===== config.mk =====
export PLATFORM = sky130hd
export DESIGN_NAME = shortest_queue_dispatcher_top
export DESIGN_NICKNAME = d
export VERILOG_FILES = /design/src/hdl/sqd_pkg.sv /design/src/hdl/sqd_ram.sv /design/src/hdl/shortest_queue_dispatcher_top.sv
export VERILOG_INCLUDE_DIRS = /design/src /design/src/hdl
export SDC_FILE = /design/constraint.sdc
export NUM_CORES = 2
export LEC_CHECK = 0
export BUFFER_PORTS_ARGS = -buffer_cell sky130_fd_sc_hd__buf_2
export CELL_PAD_IN_SITES_DETAIL_PLACEMENT = 0
export CELL_PAD_IN_SITES_GLOBAL_PLACEMENT = 1
export CORE_ASPECT_RATIO = 1.5
export CORE_MARGIN = 2
export CORE_UTILIZATION = 58
export DETAILED_ROUTE_END_ITERATION = 10
export PLACE_DENSITY_LB_ADDON = 0.1
export SLEW_MARGIN = 15
export SYNTH_ARGS = -nofsm -noshare
export SYNTH_HDL_FRONTEND = slang
export SYNTH_SLANG_ARGS = --single-unit

===== constraint.sdc =====
create_clock -name i_clk -period 19.25 [get_ports i_clk]
set_input_delay 1.925 -clock i_clk [delete_from_list [all_inputs] [get_ports i_clk]]
set_output_delay 1.925 -clock i_clk [all_outputs]
set_load 0.03 [all_outputs]

===== src/hdl/shortest_queue_dispatcher_top_macros.svh =====
// Assertion macros shared by the dispatcher RTL.
// Each macro takes a label, a clock, an active-low reset, an antecedent and a consequent.
`ifndef SHORTEST_QUEUE_DISPATCHER_TOP_MACROS_SVH
`define SHORTEST_QUEUE_DISPATCHER_TOP_MACROS_SVH

`ifndef SYNTHESIS

`define SQD_ASSERT_SAME(label, clk, rst_n, ante, cons) \
    label: assert property (@(posedge clk) disable iff (!(rst_n)) (ante) |-> (cons)) \
        else $error("assertion failed");

`define SQD_ASSERT_NEXT(label, clk, rst_n, ante, cons) \
    label: assert property (@(posedge clk) disable iff (!(rst_n)) (ante) |=> (cons)) \
        else $error("assertion failed");

`else

`define SQD_ASSERT_SAME(label, clk, rst_n, ante, cons)

`define SQD_ASSERT_NEXT(label, clk, rst_n, ante, cons)

`endif

`endif


===== src/hdl/sqd_pkg.sv =====
package sqd_pkg;

    localparam int NUM_COUNTERS = 3;
    localparam int QUEUE_DEPTH  = 16;

    localparam int TAG_W    = 32;
    localparam int CNT_W    = 3;
    localparam int STATUS_W = 3;
    localparam int QIDX_W   = 3;

    localparam int PTR_W   = $clog2(QUEUE_DEPTH);
    localparam int OCC_W   = $clog2(QUEUE_DEPTH + 1);
    localparam int QSEL_W  = $clog2(NUM_COUNTERS);
    localparam int ENTRIES = NUM_COUNTERS * QUEUE_DEPTH;
    localparam int ADDR_W  = $clog2(ENTRIES);

    localparam logic MODE_ARRIVE = 1'b0;
    localparam logic MODE_SERVE  = 1'b1;

    typedef enum logic [STATUS_W-1:0] {
        ST_JOINED  = 3'd0,
        ST_SERVED  = 3'd1,
        ST_EMPTY   = 3'd2,
        ST_INVALID = 3'd3,
        ST_FULL    = 3'd4
    } t_status;

    typedef struct packed {
        logic              we;
        logic              re;
        logic [ADDR_W-1:0] addr;
        logic [TAG_W-1:0]  wdata;
    } t_ram_req;

endpackage


===== src/hdl/sqd_ram.sv =====
module sqd_ram
    import sqd_pkg::*;
(
    input  logic             i_clk,
    input  t_ram_req         i_req,
    output logic [TAG_W-1:0] o_rdata
);

    logic [TAG_W-1:0] r_mem [ENTRIES];
    logic [TAG_W-1:0] r_rdata;

    always_ff @(posedge i_clk) begin
        if (i_req.we) begin
            r_mem[i_req.addr] <= i_req.wdata;
        end
        if (i_req.re) begin
            r_rdata <= r_mem[i_req.addr];
        end
    end

    assign o_rdata = r_rdata;

endmodule


===== src/hdl/shortest_queue_dispatcher_top.sv =====
// Channel   Handshake             Payload
// request   start, busy           i_mode, i_tag, i_counter
// result    o_valid (strobe)      o_status, o_queue_index, o_tag_out
//
// A request is taken when start is high and busy is low; one may follow every cycle.
// The transfer edge loads the input register. The queue decision and the tag store access
// use the next cycle, and the result register and the registered read port load at its end,
// which puts the result on the ports.
// busy is high only during reset and in the first cycle after it.
// The result strobe lasts one cycle and cannot be held off by the receiver.
`include "shortest_queue_dispatcher_top_macros.svh"

module shortest_queue_dispatcher_top
    import sqd_pkg::*;
(
    input  logic                i_clk,
    input  logic                i_rst_n,
    input  logic                start,
    output logic                busy,
    input  logic                i_mode,
    input  logic [TAG_W-1:0]    i_tag,
    input  logic [CNT_W-1:0]    i_counter,
    output logic                o_valid,
    output logic [STATUS_W-1:0] o_status,
    output logic [QIDX_W-1:0]   o_queue_index,
    output logic [TAG_W-1:0]    o_tag_out
);

    logic r_init;

    // Input register.
    logic             r_s1_valid;
    logic             r_s1_mode;
    logic [TAG_W-1:0] r_s1_tag;
    logic [CNT_W-1:0] r_s1_counter;

    // Queue pointers and fill levels.
    logic [PTR_W-1:0] r_head [NUM_COUNTERS];
    logic [PTR_W-1:0] r_tail [NUM_COUNTERS];
    logic [OCC_W-1:0] r_occ  [NUM_COUNTERS];

    // Result register.
    logic              r_s2_valid;
    t_status           r_s2_status;
    logic [QIDX_W-1:0] r_s2_qidx;
    logic [TAG_W-1:0]  r_s2_tag;
    logic              r_s2_use_ram;

    logic              accept;
    logic [QSEL_W-1:0] best;
    logic [QSEL_W-1:0] q_sel;
    logic              cnt_ok;
    logic              all_full;
    logic [OCC_W-1:0]  occ_sel;
    logic [PTR_W-1:0]  ptr_sel;
    logic [PTR_W-1:0]  ptr_next;
    logic              do_join;
    logic              do_serve;
    t_status           n_status;
    logic [QIDX_W-1:0] n_qidx;
    logic [TAG_W-1:0]  n_tag;
    t_ram_req          ram_req;
    logic [TAG_W-1:0]  ram_rdata;

    assign busy   = ~r_init | ~i_rst_n;
    assign accept = start & ~busy;

    always_ff @(posedge i_clk) begin
        if (!i_rst_n) begin
            r_init     <= 1'b0;
            r_s1_valid <= 1'b0;
        end else begin
            r_init     <= 1'b1;
            r_s1_valid <= accept;
        end
    end

    always_ff @(posedge i_clk) begin
        if (accept) begin
            r_s1_mode    <= i_mode;
            r_s1_tag     <= i_tag;
            r_s1_counter <= i_counter;
        end
    end

    // Shortest queue; a strict compare keeps ties on the lowest number.
    always_comb begin
        best     = '0;
        all_full = 1'b1;
        for (int i = 1; i < NUM_COUNTERS; i++) begin
            if (r_occ[i] < r_occ[best]) begin
                best = QSEL_W'(i);
            end
        end
        for (int i = 0; i < NUM_COUNTERS; i++) begin
            if (r_occ[i] != OCC_W'(QUEUE_DEPTH)) begin
                all_full = 1'b0;
            end
        end
    end

    assign cnt_ok = (r_s1_counter != '0) && (r_s1_counter <= CNT_W'(NUM_COUNTERS));

    always_comb begin
        q_sel = (r_s1_mode == MODE_ARRIVE) ? best : QSEL_W'(r_s1_counter - CNT_W'(1));
    end

    assign occ_sel  = r_occ[q_sel];
    assign ptr_sel  = (r_s1_mode == MODE_ARRIVE) ? r_tail[q_sel] : r_head[q_sel];
    assign ptr_next = (ptr_sel == PTR_W'(QUEUE_DEPTH - 1)) ? '0 : ptr_sel + PTR_W'(1);

    always_comb begin
        do_join  = 1'b0;
        do_serve = 1'b0;
        n_tag    = '0;
        n_qidx   = QIDX_W'(q_sel) + QIDX_W'(1);
        n_status = ST_INVALID;
        if (r_s1_mode == MODE_ARRIVE) begin
            if (occ_sel == OCC_W'(QUEUE_DEPTH)) begin
                n_status = ST_FULL;
            end else begin
                n_status = ST_JOINED;
                n_tag    = r_s1_tag;
                do_join  = r_s1_valid;
            end
        end else if (!cnt_ok) begin
            n_status = ST_INVALID;
            n_qidx   = '0;
        end else if (occ_sel == '0) begin
            n_status = ST_EMPTY;
        end else begin
            n_status = ST_SERVED;
            do_serve = r_s1_valid;
        end
    end

    always_comb begin
        ram_req.we    = do_join;
        ram_req.re    = do_serve;
        ram_req.addr  = ADDR_W'(q_sel) * ADDR_W'(QUEUE_DEPTH) + ADDR_W'(ptr_sel);
        ram_req.wdata = r_s1_tag;
    end

    always_ff @(posedge i_clk) begin
        if (!i_rst_n) begin
            for (int i = 0; i < NUM_COUNTERS; i++) begin
                r_head[i] <= '0;
                r_tail[i] <= '0;
                r_occ[i]  <= '0;
            end
        end else if (do_join) begin
            r_tail[q_sel] <= ptr_next;
            r_occ[q_sel]  <= occ_sel + OCC_W'(1);
        end else if (do_serve) begin
            r_head[q_sel] <= ptr_next;
            r_occ[q_sel]  <= occ_sel - OCC_W'(1);
        end
    end

    always_ff @(posedge i_clk) begin
        if (!i_rst_n) begin
            r_s2_valid <= 1'b0;
        end else begin
            r_s2_valid <= r_s1_valid;
        end
    end

    always_ff @(posedge i_clk) begin
        r_s2_status  <= n_status;
        r_s2_qidx    <= n_qidx;
        r_s2_tag     <= n_tag;
        r_s2_use_ram <= do_serve;
    end

    sqd_ram u_ram (
        .i_clk   (i_clk),
        .i_req   (ram_req),
        .o_rdata (ram_rdata)
    );

    assign o_valid       = r_s2_valid;
    assign o_status      = r_s2_status;
    assign o_queue_index = r_s2_qidx;
    assign o_tag_out     = r_s2_use_ram ? ram_rdata : r_s2_tag;

    // A request in the input register gives a result strobe in the next cycle.
    `SQD_ASSERT_NEXT(a_result_follows, i_clk, i_rst_n, r_s1_valid, o_valid)

    // A full result is only possible when every queue is at its limit.
    `SQD_ASSERT_SAME(a_full_means_all, i_clk, i_rst_n,
        r_s1_valid && r_s1_mode == MODE_ARRIVE && n_status == ST_FULL, all_full)

    // Only an invalid serve reports queue number zero.
    `SQD_ASSERT_SAME(a_qidx_nonzero, i_clk, i_rst_n,
        o_valid && o_status != ST_INVALID, o_queue_index != '0)

    // A served or joined result always moves exactly one fill level by one.
    `SQD_ASSERT_NEXT(a_occ_moves, i_clk, i_rst_n, do_join || do_serve,
        r_occ[$past(q_sel)] != $past(occ_sel))

endmodule


==> impl_metrics.json <==
{
  "outcome": "finished clean",
  "synthesized_area_fraction_occupied_by_ao_oa_aoi_and_oai_cells_pct": 10.4,
  "route.detailed.drc": 0,
  "vias_in_the_first_global_route": 39400,
  "postSynthRegisterBits": 1694,
  "dr.pass1.iters": 8,
  "combPwrFrac_pct": 11.2,
  "die-area_um2": 117000,
  "internal_power_mw": 6.07,
  "via_count": 40600,
  "finalNonFillerCells": 5729,
  "dp_hpwl_mm": 119,
  "worstSetupEndpointType": "register",
  "cts.path.max_buffers": 3,
  "final.setup.tns_ns": 0,
  "timing.max_slew.rel_slack_pct": 24.3,
  "globalRouteOverflowTotal": 0,
  "final_cell_area_um2": 73800,
  "wl_per_cell_um": 38.6,
  "post_synth_xor_area_fraction_pct": 0.0777,
  "maxCapViolCount": 0,
  "synth_area_um2": 66000,
  "clk_pin_slew_ns": 0.07,
  "grt_max_degree": 114,
  "floorplan.core_area_um2": 113000,
  "path_class": "register to register",
  "pin_count": 79,
  "seq_power_share_pct": 49.9,
  "worst_skew_pair.late_latency_ns": 0.80,
  "unrepaired_setup_endpoints_after_global_routing": "false",
  "switching_share_pct": 25.0,
  "p_sw_mw": 2.03,
  "clock_tree.root_cell": "sky130_fd_sc_hd__clkbuf_16",
  "synth_adder_area_share_pct": 0.372,
  "synth_edf_count": 1652,
  "finalWirelength_mm": 221,
  "timing_hold_violations_final": 0,
  "final_min_period_over_clock_period_pct": 45.1,
  "cts_bufs_inserted": 154,
  "io_buffers": 78,
  "biggest_area_consumer_among_synthesized_cells": "sky130_fd_sc_hd__edfxtp_1",
  "synth_common_cells": "sky130_fd_sc_hd__edfxtp_1, sky130_fd_sc_hd__nand2_1, sky130_fd_sc_hd__a21oi_1, sky130_fd_sc_hd__mux2i_1, sky130_fd_sc_hd__a221oi_1",
  "drv_slew": 0,
  "routability_driven_placement_congestion_ratio": 0.858,
  "place.detailed.instances": 5438,
  "hold_slack_ns": 0.522,
  "vdd.ir_drop.worst_v": 0.0000933,
  "grtUsageTotal_pct": 38.1,
  "grt_first_pass_wirelength_mm": 305,
  "critical-path-slowest-cell": "sky130_fd_sc_hd__nor2_4",
  "critical_path.cell_chain": "ha_1, a21oi_1, o21ai_0, a21oi_1, nor2_1, a21oi_1, ha_1, a211o_1, a211oi_2, o21a_1, o31a_1, and3_4, inv_6, nor2_4, buf_4, nand3_1, nor2_4, buf_4",
  "max_slew.worst_pin.slew_ns": 1.13,
  "synthesized_net_count": 4078,
  "drtAntennaViolNets": 0,
  "syn2layout_area_growth_pct": 11.8,
  "cts_resized": 0,
  "power-per-cell-area_nw_per_um2": 110,
  "worstRegToRegCells": 18,
  "ys_dominant_reg_cell": "sky130_fd_sc_hd__edfxtp_1",
  "initialDrtViolationCount": 6736,
  "setup_viol": 0,
  "fin_skew_ns": 0.0259,
  "final_min_period_ns": 8.68,
  "worst_hold_path_cell_count": 1,
  "worst-endpoint-arrival_ns": 9.11,
  "post-cts-setup-buffers": 0,
  "critical_path.most_common_cell": "sky130_fd_sc_hd__a21oi_1",
  "yosysWarningCount": 0,
  "worstSetupStartpointType": "register",
  "die_h_um": 417,
  "crit_path_max_fanout": 37,
  "number_of_antenna_violations_at_the_first_check_in_global_routing": 5,
  "cts.htree.levels": 4,
  "layout-drive-gt1-share_pct": 16.9,
  "share_clk_of_total_power_pct": 38.9,
  "viasPerCell": 7.09,
  "layout.nets": 4199,
  "clock.fmax_mhz": 115,
  "timing.critical_path.slowest_cell_delay_ns": 0.91,
  "floorplan.initialDensity_pct": 58.4,
  "chipWidth_um": 279,
  "leakage_nw": 24.0,
  "min-delay-path-class": "register to register",
  "cts_tree": "yes",
  "synth-seq-area-share_pct": 76.5,
  "yosys_top_cell_area_share_pct": 75.2,
  "cts_hold_buf": 0,
  "synth_top_family_by_area": "compound AO/OA/AOI/OAI gates",
  "muxShareOfSynthArea_pct": 5.75,
  "post_synth_num_cell_types": 94,
  "row_count": 151,
  "numClockSinks": 1694,
  "synth_simple_gate_area_share_pct": 4.88,
  "placed_area_um2": 68700,
  "worst_endpoint_required_time_ns": 19.67,
  "postSynthAreaPerCell_um2": 16.4,
  "post_synth_main_area_contributors": "sky130_fd_sc_hd__edfxtp_1, sky130_fd_sc_hd__mux2i_1, sky130_fd_sc_hd__mux2_2",
  "ys_async_sr_fraction_pct": 0,
  "synthesis.instances": 4020,
  "synth_most_common_cell": "sky130_fd_sc_hd__edfxtp_1"
}
registers in the layout, indices dropped and copies added (netlist names):
| register | flops |
|---|---|
| o_valid | 1 |
| u_ram.o_rdata | 32 |
| u_ram.r_mem | 1536 |
| r_s2_tag | 32 |
| r_occ | 20 |
| r_s2_use_ram | 1 |
| o_status | 3 |
| r_init | 1 |
| o_queue_index | 3 |
| r_head | 16 |
| r_tail | 12 |
| r_s1_mode | 1 |
| r_s1_counter | 3 |
| r_s1_valid | 1 |
| r_s1_tag | 32 |
cells in the final DEF, fill, tap and decap left out, drive strengths merged, types with 16 or more instances in the layout:
| cell | synthesis | routed |
|---|---|---|
| nand3 | 134 | 134 |
| a221oi | 159 | 159 |
| nor2 | 112 | 112 |
| ha | 18 | 18 |
| o2bb2ai | 21 | 21 |
| a211o | 23 | 23 |
| o22ai | 25 | 25 |
| o221ai | 23 | 23 |
| a221o | 31 | 31 |
| clkinv | 1 | 60 |
| edfxtp | 1652 | 1652 |
| dfxtp | 42 | 42 |
| a2111oi | 23 | 23 |
| a22oi | 87 | 87 |
| clkbuf | 87 | 200 |
| a21oi | 205 | 205 |
| and3 | 49 | 49 |
| o211ai | 47 | 47 |
| buf | 177 | 229 |
| o21ai | 124 | 124 |
| and2 | 37 | 37 |
| mux2 | 154 | 154 |
| inv | 20 | 28 |
| nand2 | 339 | 339 |
| bufinv | 0 | 16 |
| mux2i | 202 | 202 |
| a31oi | 24 | 24 |
| a211oi | 37 | 37 |
path summary, 6_finish.rpt:
kind | end | start | slack (ns)
worst min register to register | r_s1_valid$_SDFF_PN0_ | r_init$_DFF_P_ | 0.52
worst min-delay path | r_s1_valid$_SDFF_PN0_ | r_init$_DFF_P_ | 0.52
worst max register to register | u_ram.r_mem[26][8]$_DFFE_PP_ | r_occ[1][2]$_SDFFCE_PN0P_ | 10.57
worst max-delay path | u_ram.r_mem[26][8]$_DFFE_PP_ | r_occ[1][2]$_SDFFCE_PN0P_ | 10.57
per-stage QoR:
stage / utilization, % / power, mW / setup WS [ns]
after global routing: 65.3 / 8.25 / 10.35
after global placement: 60.8 / 5.00 / 10.89
after detailed placement: 60.8 / 5.00 / 10.80
after floorplan: - / 4.64 / 13.11
after CTS: 65.3 / 8.08 / 10.73
final: 65.3 / 8.10 / 10.57
cells by family (layout without fill, tap and decap cells):
logic type / after synthesis / after routing
flops: 1694 / 1694
other cells: 0 / 4
fa+ha+maj: 19 / 19
mux: 357 / 357
simple gates: 711 / 711
xor+xnor: 5 / 5
buf+inv: 285 / 537
compound gates: 949 / 949
layer usage:
metal  global-route usage (%)  wire (um)
met2                     61.0     105000
met4                     19.2      13300
met5                        0         13
met1                     49.4      78100
met3                     8.46      25200
critical path, delay by kind of cell, from the launching register on:
| kind | cells | cell delay, ns |
|---|---|---|
| AND/OR/NAND/NOR | 5 | 3.01 |
| flip-flops | 1 | 0.41 |
| adder cells (fa/ha/maj) | 2 | 0.62 |
| AO/OA/AOI/OAI | 8 | 2.57 |
| buffers and inverters | 3 | 1.61 |
power groups by stage:
| stage | clock [mW] | sequential (mW) | combinational (mW) |
|---|---|---|---|
| 6_report | 3.15 | 4.04 | 0.905 |
| 5_1_grt | 3.28 | 4.04 | 0.930 |
| 4_1_cts | 3.16 | 4.04 | 0.884 |
| 3_5_place_dp | 0 | 4.12 | 0.880 |
| 3_3_place_gp | 0 | 4.12 | 0.879 |
| 2_1_floorplan | 0 | 4.13 | 0.504 |
layout make-up:
cell class	instances	area, um^2
inverter	21	91.3
timing repair buffer	229	1600
tap	1453	1820
fill	7926	39200
multi-input combinational	2041	14700
clock inverter	87	855
clock buffer	200	4260
antenna	4	10.0
sequential	1694	50400
(Power assumes the default switching activity.)
